**config.mk**
```make
export PLATFORM = sky130hd
export DESIGN_NAME = m_of_n_detector_with_cooldown
export DESIGN_NICKNAME = d
export VERILOG_FILES = /design/src/rtl/core/mond_pkg.sv /design/src/rtl/core/mond_cfg_regs.sv /design/src/rtl/core/mond_core.sv /design/src/rtl/core/m_of_n_detector_with_cooldown.sv
export SDC_FILE = /design/constraint.sdc
export NUM_CORES = 1
export LEC_CHECK = 0
export BUFFER_PORTS_ARGS = -buffer_cell sky130_fd_sc_hd__buf_2
export CAP_MARGIN = 15
export CORE_AREA = 2 2 197 121
export CTS_CLUSTER_DIAMETER = 100
export DETAILED_ROUTE_END_ITERATION = 10
export DIE_AREA = 0 0 199 123
export GPL_TIMING_DRIVEN = 0
export PLACE_DENSITY = 0.77
export SLEW_MARGIN = 20
export SYNTH_ARGS = -nofsm -noshare
export SYNTH_HDL_FRONTEND = slang
export SYNTH_HIERARCHICAL = 1
export SYNTH_SLANG_ARGS = --single-unit
export TNS_END_PERCENT = 20
```
**constraint.sdc**
```tcl
create_clock -name clk -period 9.7 [get_ports clk]
set_input_delay 1.94 -clock clk [delete_from_list [all_inputs] [get_ports clk]]
set_output_delay 1.94 -clock clk [all_outputs]
set_load 0.05 [all_outputs]
```
**src/rtl/core/mond_pkg.sv**
```systemverilog
package mond_pkg;

  typedef enum logic [1:0] {
    EVT_NONE      = 2'd0,
    EVT_TRIGGERED = 2'd1,
    EVT_SUPPRESS  = 2'd2
  } evt_t;

  typedef enum logic [1:0] {
    CFG_THRESHOLD     = 2'd0,
    CFG_WINDOW_LENGTH = 2'd1,
    CFG_REQUIRED_HITS = 2'd2,
    CFG_COOLDOWN      = 2'd3
  } cfg_idx_t;

  typedef struct packed {
    logic [15:0] threshold;
    logic [3:0]  window_length;
    logic [3:0]  required_hits;
    logic [31:0] cooldown;
  } cfg_t;

  localparam logic [15:0] THRESHOLD_RST     = 16'd32768;
  localparam logic [3:0]  WINDOW_LENGTH_RST = 4'd3;
  localparam logic [3:0]  REQUIRED_HITS_RST = 4'd2;
  localparam logic [31:0] COOLDOWN_RST      = 32'd1500;

endpackage

```
**src/rtl/core/mond_cfg_regs.sv**
```systemverilog
module mond_cfg_regs (
  input  logic           clk,
  input  logic           rst,
  input  logic           cfg_valid,
  output logic           cfg_ready,
  input  logic [1:0]     cfg_index,
  input  logic [31:0]    cfg_data,
  output mond_pkg::cfg_t cfg
);
  import mond_pkg::*;

  assign cfg_ready = 1'b1;

  always_ff @(posedge clk) begin
    if (rst) begin
      cfg.threshold     <= THRESHOLD_RST;
      cfg.window_length <= WINDOW_LENGTH_RST;
      cfg.required_hits <= REQUIRED_HITS_RST;
      cfg.cooldown      <= COOLDOWN_RST;
    end else if (cfg_valid && cfg_ready) begin
      case (cfg_idx_t'(cfg_index))
        CFG_THRESHOLD:     cfg.threshold     <= cfg_data[15:0];
        CFG_WINDOW_LENGTH: cfg.window_length <= cfg_data[3:0];
        CFG_REQUIRED_HITS: cfg.required_hits <= cfg_data[3:0];
        CFG_COOLDOWN:      cfg.cooldown      <= cfg_data;
        default: ;
      endcase
    end
  end

endmodule

```
**src/rtl/core/mond_core.sv**
```systemverilog
module mond_core #(
  parameter int WINDOW_MAX = 8
) (
  input  logic           clk,
  input  logic           rst,
  input  mond_pkg::cfg_t cfg,
  input  logic           step,
  input  logic [15:0]    confidence,
  input  logic [31:0]    win_time,
  output logic [1:0]     event_res,
  output logic [3:0]     hit_count
);
  import mond_pkg::*;

  localparam int LW = $clog2(WINDOW_MAX + 1);
  localparam int SW = (WINDOW_MAX > 1) ? $clog2(WINDOW_MAX) : 1;
  localparam int CW = (LW > 4) ? LW : 4;

  logic [WINDOW_MAX-1:0] hit_history;
  logic [SW-1:0]         write_slot;
  logic [LW-1:0]         fill_level;
  logic [31:0]           last_trigger_time;
  logic                  has_triggered;

  logic [WINDOW_MAX-1:0] hit_history_next;
  logic [SW-1:0]         write_slot_next;
  logic [LW-1:0]         fill_level_next;
  logic [LW-1:0]         len;
  logic [SW-1:0]         slot;
  logic [LW-1:0]         slot_inc;
  logic [LW-1:0]         fill;
  logic [LW-1:0]         count;
  logic [CW-1:0]         count_w;
  logic [31:0]           elapsed;
  logic                  confirm;
  logic                  fire;

  always_comb begin
    // clamp the window length into 1..WINDOW_MAX
    if (cfg.window_length == 4'd0) begin
      len = LW'(1);
    end else if (32'(cfg.window_length) > 32'(WINDOW_MAX)) begin
      len = LW'(WINDOW_MAX);
    end else begin
      len = LW'(cfg.window_length);
    end

    slot = (LW'(write_slot) >= len) ? '0 : write_slot;
    hit_history_next = hit_history;
    hit_history_next[slot] = (confidence >= cfg.threshold);
    slot_inc = LW'(slot) + LW'(1);
    write_slot_next = (slot_inc >= len) ? '0 : SW'(slot_inc);

    fill = (fill_level > len) ? len : fill_level;
    fill_level_next = (fill < len) ? fill + LW'(1) : fill;

    count = '0;
    for (int i = 0; i < WINDOW_MAX; i++) begin
      if (LW'(i) < fill_level_next) begin
        count = count + LW'(hit_history_next[i]);
      end
    end
    count_w = CW'(count);

    elapsed = win_time - last_trigger_time;
    confirm = (count_w >= CW'(cfg.required_hits));
    fire    = confirm && (!has_triggered || (elapsed >= cfg.cooldown));

    if (fire) begin
      event_res = EVT_TRIGGERED;
    end else if (confirm) begin
      event_res = EVT_SUPPRESS;
    end else begin
      event_res = EVT_NONE;
    end
    hit_count = (count_w > CW'(15)) ? 4'd15 : count_w[3:0];
  end

  always_ff @(posedge clk) begin
    if (rst) begin
      hit_history   <= '0;
      write_slot    <= '0;
      fill_level    <= '0;
      has_triggered <= 1'b0;
      last_trigger_time <= '0;
    end else if (step) begin
      if (fire) begin
        // a trigger drops the history
        hit_history       <= '0;
        write_slot        <= '0;
        fill_level        <= '0;
        has_triggered     <= 1'b1;
        last_trigger_time <= win_time;
      end else begin
        hit_history <= hit_history_next;
        write_slot  <= write_slot_next;
        fill_level  <= fill_level_next;
      end
    end
  end

endmodule

```
**src/rtl/core/m_of_n_detector_with_cooldown.sv**
```systemverilog
// M-of-N sliding-window detector with cooldown. Each input word carries a Q0.16
// confidence and a wrapping millisecond timestamp and yields exactly one result word:
// event_res (0 no event, 1 triggered, 2 suppressed by cooldown) and the hit count
// taken before any clear. A word is held in the input register; the history update,
// popcount and cooldown compare then run combinationally into the result register,
// so the block sustains one word per clock while the output does not stall. The
// user must write configuration through the cfg port only while no word is in flight;
// the block itself does not enforce this. The cfg port is always ready.
module m_of_n_detector_with_cooldown #(
  parameter int WINDOW_MAX = 8
) (
  input  logic        clk,
  input  logic        rst,
  input  logic        cfg_valid,
  output logic        cfg_ready,
  input  logic [1:0]  cfg_index,
  input  logic [31:0] cfg_data,
  input  logic        in_valid,
  output logic        in_ready,
  input  logic [15:0] confidence,
  input  logic [31:0] win_time,
  output logic        out_valid,
  input  logic        out_ready,
  output logic [1:0]  event_res,
  output logic [3:0]  hit_count
);
  import mond_pkg::*;

  cfg_t        cfg;
  logic        in_full;
  logic [15:0] in_confidence;
  logic [31:0] in_timestamp;
  logic        advance;
  logic [1:0]  core_event;
  logic [3:0]  core_count;

  assign advance  = in_full && (!out_valid || out_ready);
  assign in_ready = !in_full || advance;

  mond_cfg_regs u_cfg (
    .clk       (clk),
    .rst       (rst),
    .cfg_valid (cfg_valid),
    .cfg_ready (cfg_ready),
    .cfg_index (cfg_index),
    .cfg_data  (cfg_data),
    .cfg       (cfg)
  );

  mond_core #(
    .WINDOW_MAX (WINDOW_MAX)
  ) u_core (
    .clk        (clk),
    .rst        (rst),
    .cfg        (cfg),
    .step       (advance),
    .confidence (in_confidence),
    .win_time   (in_timestamp),
    .event_res  (core_event),
    .hit_count  (core_count)
  );

  always_ff @(posedge clk) begin
    if (rst) begin
      in_full <= 1'b0;
    end else if (in_valid && in_ready) begin
      in_full <= 1'b1;
    end else if (advance) begin
      in_full <= 1'b0;
    end
  end

  always_ff @(posedge clk) begin
    if (in_valid && in_ready) begin
      in_confidence <= confidence;
      in_timestamp  <= win_time;
    end
  end

  always_ff @(posedge clk) begin
    if (rst) begin
      out_valid <= 1'b0;
    end else if (advance) begin
      out_valid <= 1'b1;
    end else if (out_ready) begin
      out_valid <= 1'b0;
    end
  end

  // hold the result word until it is taken
  always_ff @(posedge clk) begin
    if (advance) begin
      event_res <= core_event;
      hit_count <= core_count;
    end
  end

`ifndef NO_ASSERTIONS
  a_no_overwrite: assert property (@(posedge clk) disable iff (rst)
    out_valid && !out_ready |-> !advance)
    else $error("result word overwritten while stalled");

  a_event_code: assert property (@(posedge clk) disable iff (rst)
    out_valid |-> (event_res == EVT_NONE || event_res == EVT_TRIGGERED ||
                   event_res == EVT_SUPPRESS))
    else $error("undefined event code");

  a_word_flows: assert property (@(posedge clk) disable iff (rst)
    in_full && out_ready |=> out_valid)
    else $error("buffered word did not reach the output");
`endif

endmodule

```
==> results of run 1 <==
area by class of cell:
| type | instances | share of cell area |
|---|---|---|
| well taps | 315 | 0.0334 |
| clock buffers | 23 | 0.0432 |
| flip-flops and latches | 160 | 0.318 |
| inverters | 111 | 0.0356 |
| clock inverters | 9 | 0.00796 |
| multi-input cells | 743 | 0.499 |
| diodes | 1 | 0.000212 |
| plain buffers | 32 | 0.0156 |
| repair buffers | 105 | 0.0469 |
tightest hold or removal path: cells and delay by family, from the launching register on:
kind	cells	cell delay (ns)
compound gates	1	0.06
flops	1	0.30
buf+inv	1	0.06
final timing paths:
| path | startpoint | to | cells after the start |
|---|---|---|---|
| max | u_cfg/cfg[39]$_SDFFE_PP0P_ | u_core/write_slot[1]$_SDFFE_PP0P_ | 45 |
| min | u_core/has_triggered$_SDFFE_PP0P_ | u_core/has_triggered$_SDFFE_PP0P_ | 2 |
| max reg2reg | u_cfg/cfg[39]$_SDFFE_PP0P_ | u_core/write_slot[1]$_SDFFE_PP0P_ | 45 |
| min reg2reg | u_core/has_triggered$_SDFFE_PP0P_ | u_core/has_triggered$_SDFFE_PP0P_ | 2 |
registers in the layout, indices dropped and copies added, names as in the netlist:
name and count:
hit_count 4, u_core/write_slot 3, u_core/has_triggered 1, u_core/last_trigger_time 32, in_timestamp 32, out_valid 1
event_res 2, in_confidence 16, in_full 1, u_core/hit_history 8, u_cfg/cfg 56, u_core/fill_level 4
where the power goes:
part | leakage [nW] | switching (mW) | internal, mW
combinational | 3.51 | 0.227 | 0.185
clock | 0.296 | 0.287 | 0.399
sequential | 1.39 | 0.0165 | 0.723
through the flow:
step	hold WS, ns	setup TNS [ns]	utilization
2_1_floorplan	0.426	0	-
3_3_place_gp	0.444	-24.16	0.480
3_5_place_dp	0.454	-31.18	0.480
4_1_cts	0.463	0	0.511
5_1_grt	0.472	-1.11	0.518
6_report	0.461	0	0.518
cells by family after synthesis:
kind of cell | synth area share
and+or+nand+nor | 0.156
AOI/OAI and AO/OA | 0.135
DFF | 0.372
buffers and inverters | 0.0575
adders and majority gates | 0.142
muxes | 0.0997
xor gates and xnor gates | 0.0383
other | 0.000372
timing repair:
item | 4_1_cts | 5_1_grt
endpoints found under the setup margin | 49 | 48
gates resized for setup | 18 | 22
buffers inserted | 5 | 6
gates cloned | 0 | 0
pin swaps | 1 | 7
hold buffers | 0 | 0
Yosys cell counts (4+ instances only):
| library cell | count | area share |
|---|---|---|
| ha_1 | 112 | 0.14 |
| inv_1 | 109 | 0.041 |
| dfxtp_1 | 106 | 0.21 |
| mux2i_1 | 92 | 0.091 |
| nand2b_1 | 87 | 0.054 |
| nor2_1 | 85 | 0.032 |
| edfxtp_1 | 54 | 0.16 |
| a21oi_1 | 44 | 0.022 |
| nand2_1 | 42 | 0.016 |
| a21o_1 | 38 | 0.028 |
| xnor2_1 | 32 | 0.028 |
| o21ai_0 | 24 | 0.012 |
| clkbuf_1 | 18 | 0.0067 |
| nand3_1 | 16 | 0.0080 |
| xor2_1 | 12 | 0.010 |
| buf_2 | 10 | 0.0050 |
| and3_1 | 9 | 0.0056 |
| nand4_1 | 8 | 0.0050 |
| a22o_1 | 7 | 0.0061 |
| a31oi_1 | 7 | 0.0043 |
| nor2b_1 | 7 | 0.0043 |
| nor3_1 | 7 | 0.0035 |
| o21bai_1 | 7 | 0.0052 |
| mux2_2 | 6 | 0.0067 |
| or3_1 | 6 | 0.0037 |
| and2_1 | 5 | 0.0031 |
| o211ai_1 | 5 | 0.0037 |
| a211o_1 | 4 | 0.0035 |
| a211oi_1 | 4 | 0.0030 |
| a32o_1 | 4 | 0.0040 |
| o21a_1 | 4 | 0.0030 |
routing by layer:
metal | vias to the layer above | track usage | share of wire
met4 | 0 | 0.0420 | 0.0082
met1 | 3605 | 0.292 | 0.53
met3 | 20 | 0.0600 | 0.064
li1 | 3902 | - | -
met2 | 187 | 0.288 | 0.40
met5 | - | 0 | 0
==> results.ini, run 1 <==
[pwr]
power_mw = 1.84
p_leak_nw = 5.19
power_density_nw_per_um2 = 156
ir_worst_vdd_mv = 0.128

[route]
viasPerCell = 5.15
ant_nets = 0
route.detailed.drc = 0
wirelength_um = 23400
wl_per_cell_um = 15.6
drtIter0Drc = 434
vias = 7714
drt_pre_antenna_iters = 5

[layout]
final_common_cell = ha_1
area_growth_pct = 17.1
multiInputGateArea_um2 = 5890
fill_cells = 2070
layout.nets = 1370
stdcell_area_um2 = 11800
layout_common_cells = 108 x ha_1, 107 x inv_1, 105 x dfxtp_1
drive_gt1_frac = 0.177
stdcell_count = 1499
regArea_um2 = 3750

[cts]
clock_latency_ns = 0.45
cts_tree = yes
htreeDepth = 4
clockRootBuffer = clkbuf_16
path_clk_slew_ns = 0.07
clock-sinks = 160
clock_path_buffers = 2
numCtsBuffers = 17

[synth]
syn_area_um2 = 10100
ys_seq_elements = 160
synthesis.nets = 1247
synth_flop_cell = dfxtp_1
yosysUniqueCellTypes = 83
ys.warnings.count = 6
async_flop_share = 0
yosysSeqAreaShare = 0.372
synth-edff-count = 54
synth_area_per_cell_um2 = 9.62
synthCells = 1047

[place]
placed_area_um2 = 10900
place_inst = 1456
port_buffers = 94
gp_congestion = 0.883
hpwl_um = 18000
dp_slack_ns = -0.765

[die]
die-width_um = 199
row_count = 43
io_pins = 96
die_y_um = 123
dieArea_um2 = 24500
core_region_area_um2 = 22800
start_util = 0.442

[timing]
setup_viol = 0
fmaxAchievable_mhz = 106
slew_headroom = 0.518
slew_viol_final = 0
layout_setup_ws_ns = 0.304
finalHoldViolations = 0
worst_pin_slew_ns = 0.722
fin_skew_ns = 0.0146
period_needed_ns = 9.40
post-route-period-util = 0.969

[global_routing]
overflow = 0
grt_start_max_net_pins = 49
grt_pass1_vias = 7451
grt_pass1_wl_um = 37500
antenna_found_initial = 1
track_usage = 0.199

[setup_path]
cp.required_ns = 10.09
critPathLaunchType = register
cpPeakStageDelay_ns = 0.55
crit_type = register to register
cp_max_fo = 10
cp_top_family = compound AO/OA/AOI/OAI gates
worst_path_max_delay_cell = or4b_4
reg2reg_slack_ns = 0.30
endpoint_kind = register
arrival_ns = 9.79
crit_buf_inv = 3
cp_common_cell = ha_1

[run_status]
outcome = completed

[min_path]
hp-class = register to register

[job]
drv_cap = 0

No activity file was read; power rests on OpenSTA's default activity.
==> run 2, diff against run 1 <==
--- a/config.mk
+++ b/config.mk
@@ -5,12 +5,13 @@
 export SDC_FILE = /design/constraint.sdc
 export NUM_CORES = 1
 export LEC_CHECK = 0
+export ABC_AREA = 1
 export BUFFER_PORTS_ARGS = -buffer_cell sky130_fd_sc_hd__buf_2
 export CAP_MARGIN = 15
-export CORE_AREA = 2 2 197 121
+export CORE_AREA = 2 2 198 122
 export CTS_CLUSTER_DIAMETER = 100
 export DETAILED_ROUTE_END_ITERATION = 10
-export DIE_AREA = 0 0 199 123
+export DIE_AREA = 0 0 200 124
 export GPL_TIMING_DRIVEN = 0
 export PLACE_DENSITY = 0.77
 export SLEW_MARGIN = 20
==> run 2 against run 1 <==
Effect of this change:
- die area grew 1.3%
- wire length grew 8.1%
- clock-buffer cell count fell by 2
- critical path type unchanged
- sequential power increased by 13%
- first-iteration DRC count up 60%
- total power is 66% higher
- area after synthesis up 1.2%
==> results.ini, run 2 <==
[setup_path]
cp.required_ns = 10.05  ; -0.04 ns
critPathLaunchType = register
endpoint_kind = register
worst_path_max_delay_cell = dfxtp_1
arrival_ns = 9.29  ; -0.50 ns
cpPeakStageDelay_ns = 0.41  ; -0.14 ns
r2r_cells = 51  ; +13%
cp_common_cell = nand2_1
crit_type = register to register
reg2reg_to = u_core/last_trigger_time[22]$_SDFFE_PP0P_
cp_max_fo = 10  ; unchanged
rr_startpoint = u_cfg/cfg[39]$_SDFFE_PP0P_
reg2reg_slack_ns = 0.75  ; +0.45 ns

[job]
drv_cap = 0  ; unchanged

[cts]
cts_tree = yes
clock_latency_ns = 0.44  ; about the same
numCtsBuffers = 17  ; unchanged
cts_resized = 0  ; -18
postCtsSetupRepairBufs = 0  ; -5
htreeDepth = 4  ; unchanged
clock_path_buffers = 2  ; unchanged
clock-sinks = 160  ; unchanged
hold_buffers = 0  ; unchanged
clockRootBuffer = clkbuf_16
path_clk_slew_ns = 0.07  ; about the same

[synth]
synth_top_area_cell = dfxtp_1
ys.warnings.count = 6  ; unchanged
synthesis.nets = 1546  ; +24%
syn_area_um2 = 10200  ; +1.2%
yosysUniqueCellTypes = 48  ; -42%
synth_flop_cell = dfxtp_1
post-synth-top-count-cell = nand2_1
synth_area_per_cell_um2 = 7.57  ; -21%
synth-edff-count = 54  ; unchanged
async_flop_share = 0  ; unchanged
ys_top_cells_by_count = 270 x nand2_1, 211 x inv_1, 167 x nor2_1
synthCells = 1346  ; +29%
yosys-top-cells-area = dfxtp_1 21%, edfxtp_1 16%, ha_1 14%
yosysTopAreaCellShare = 0.208  ; -0.00248
yosysSeqAreaShare = 0.367  ; -0.00438
ys_seq_elements = 160  ; unchanged

[timing]
layout_setup_ws_ns = 0.753  ; +0.448 ns
slew_viol_final = 0  ; unchanged
period_needed_ns = 8.95  ; -0.448 ns
setup_viol = 0  ; unchanged
slew_headroom = 0.547  ; +0.0287
rsz0062_at_grt = no
fin_skew_ns = 0.0123  ; -0.00229 ns
finalHoldViolations = 0  ; unchanged
post-route-period-util = 0.922  ; -0.0462
fmaxAchievable_mhz = 112  ; +5.0%
worst_pin_slew_ns = 0.678  ; -0.0443 ns
setup_tns_ns = 0  ; unchanged

[pwr]
p_leak_nw = 5.51  ; +6.2%
ir_worst_vdd_mv = 0.149  ; +17%
power_mw = 3.05  ; +66%
power_density_nw_per_um2 = 262  ; +68%

[layout]
fill_cells = 2162  ; +4.4%
drive_gt1_frac = 0.139  ; -0.0375
final_common_cell = nand2_1
stdcell_count = 1791  ; +19%
top_register = u_cfg/cfg
layout.nets = 1660  ; +21%
layout_common_cells = 268 x nand2_1, 210 x inv_1, 165 x nor2_1
reg_top3 = u_cfg/cfg: 56 flops, in_timestamp: 32 flops, u_core/last_trigger_time: 32 flops
largest_register_ff_count = 56  ; unchanged
area_growth_pct = 14.4

[die]
die_y_um = 124  ; +0.81%
start_util = 0.446  ; +0.00317
row_count = 43  ; unchanged
core_region_area_um2 = 22900  ; +0.47%
die-width_um = 200  ; +0.50%
io_pins = 96  ; unchanged
dieArea_um2 = 24800  ; +1.3%

[route]
drt_pre_antenna_iters = 6  ; +1
wirelength_um = 25300  ; +8.1%
drtIter0Drc = 694  ; +60%
vias = 8992  ; +17%
route.detailed.drc = 0  ; unchanged
wl_per_cell_um = 14.1  ; -9.5%
ant_nets = 0  ; unchanged
viasPerCell = 5.02  ; -2.4%

[global_routing]
grt_pass1_vias = 8106  ; +8.8%
grt_pass1_wl_um = 40800  ; +8.7%
track_usage = 0.213  ; +0.0133
antenna_found_initial = 1  ; unchanged
grt_start_max_net_pins = 27  ; -45%
overflow = 0  ; unchanged

[min_path]
worstHoldStart = u_cfg/cfg[55]$_SDFFE_PP1P_
hp-class = register to register
min_to = u_cfg/cfg[55]$_SDFFE_PP1P_
min_path_cells = 2  ; unchanged

[place]
place_inst = 1756  ; +21%
dp_slack_ns = 0.410  ; +1.17 ns
gp_congestion = 0.926  ; +4.9%
hpwl_um = 20000  ; +12%
port_buffers = 94  ; unchanged

[run_status]
outcome = completed

[run 2: cell families after synthesis]
family          after synthesis  share of synthesized area
compound gates              202                      0.119
xor+xnor                     33                     0.0284
fa+ha+maj                   113                      0.139
buf+inv                     253                     0.0960
flops                       160                      0.367
other cells                   1                   0.000368
simple gates                584                      0.249
[run 2: critical path, delay by kind of cell (launching register included)]
kind	cells	cell delay, ns
and+or+nand+nor	27	3.10
adders and majority gates	11	3.03
AOI/OAI and AO/OA	8	1.44
buffers and inverters	5	0.84
DFF	1	0.41
[run 2: power breakdown]
| group | leakage [nW] | switching (mW) | internal (mW) |
|---|---|---|---|
| Combinational | 3.85 | 1.02 | 0.571 |
| Clock | 0.266 | 0.279 | 0.348 |
| Sequential | 1.39 | 0.0354 | 0.797 |
| Total | 5.51 | 1.33 | 1.72 |
[run 2: cell type report]
cell class	instances	area, um2	share of cell area
Inverter	217	815	0.0699
Clock buffer	21	470	0.0403
Buffer	36	171	0.0147
Tap cell	315	394	0.0338
Sequential cell	160	3740	0.321
Antenna cell	3	7.51	0.000644
Multi-Input combinational cell	933	5490	0.471
Timing Repair Buffer	95	490	0.0421
Clock inverter	11	77.6	0.00665
[run 2: how the worst max path moves through the flow]
stage / from / endpoint / slack [ns]
after floorplan: u_cfg/cfg[39]$_SDFFE_PP0P_ / u_core/last_trigger_time[10]$_SDFFE_PP0P_ / 2.00
after global placement: u_cfg/cfg[39]$_SDFFE_PP0P_ / u_core/last_trigger_time[1]$_SDFFE_PP0P_ / 0.65
after detailed placement: u_cfg/cfg[39]$_SDFFE_PP0P_ / u_core/last_trigger_time[24]$_SDFFE_PP0P_ / 0.41
after CTS: u_cfg/cfg[39]$_SDFFE_PP0P_ / u_core/last_trigger_time[22]$_SDFFE_PP0P_ / 0.32
after global routing: u_cfg/cfg[39]$_SDFFE_PP0P_ / u_core/last_trigger_time[19]$_SDFFE_PP0P_ / 0.02
final: u_cfg/cfg[39]$_SDFFE_PP0P_ / u_core/last_trigger_time[22]$_SDFFE_PP0P_ / 0.75
[run 2: metal layers]
layer  share of wire  track usage
met3           0.082       0.0460
met4           0.013       0.0630
met1            0.52        0.317
met5         0.00071            0
met2            0.39        0.304
[run 2: through the flow]
stage          hold WS (ns)  cell area [um2]  utilization
6_report              0.462            11700        0.510
5_1_grt               0.482            11700        0.510
4_1_cts               0.463            11600        0.508
3_5_place_dp          0.446            11100        0.484
3_3_place_gp          0.439            11100        0.483
2_1_floorplan         0.426            10200            -
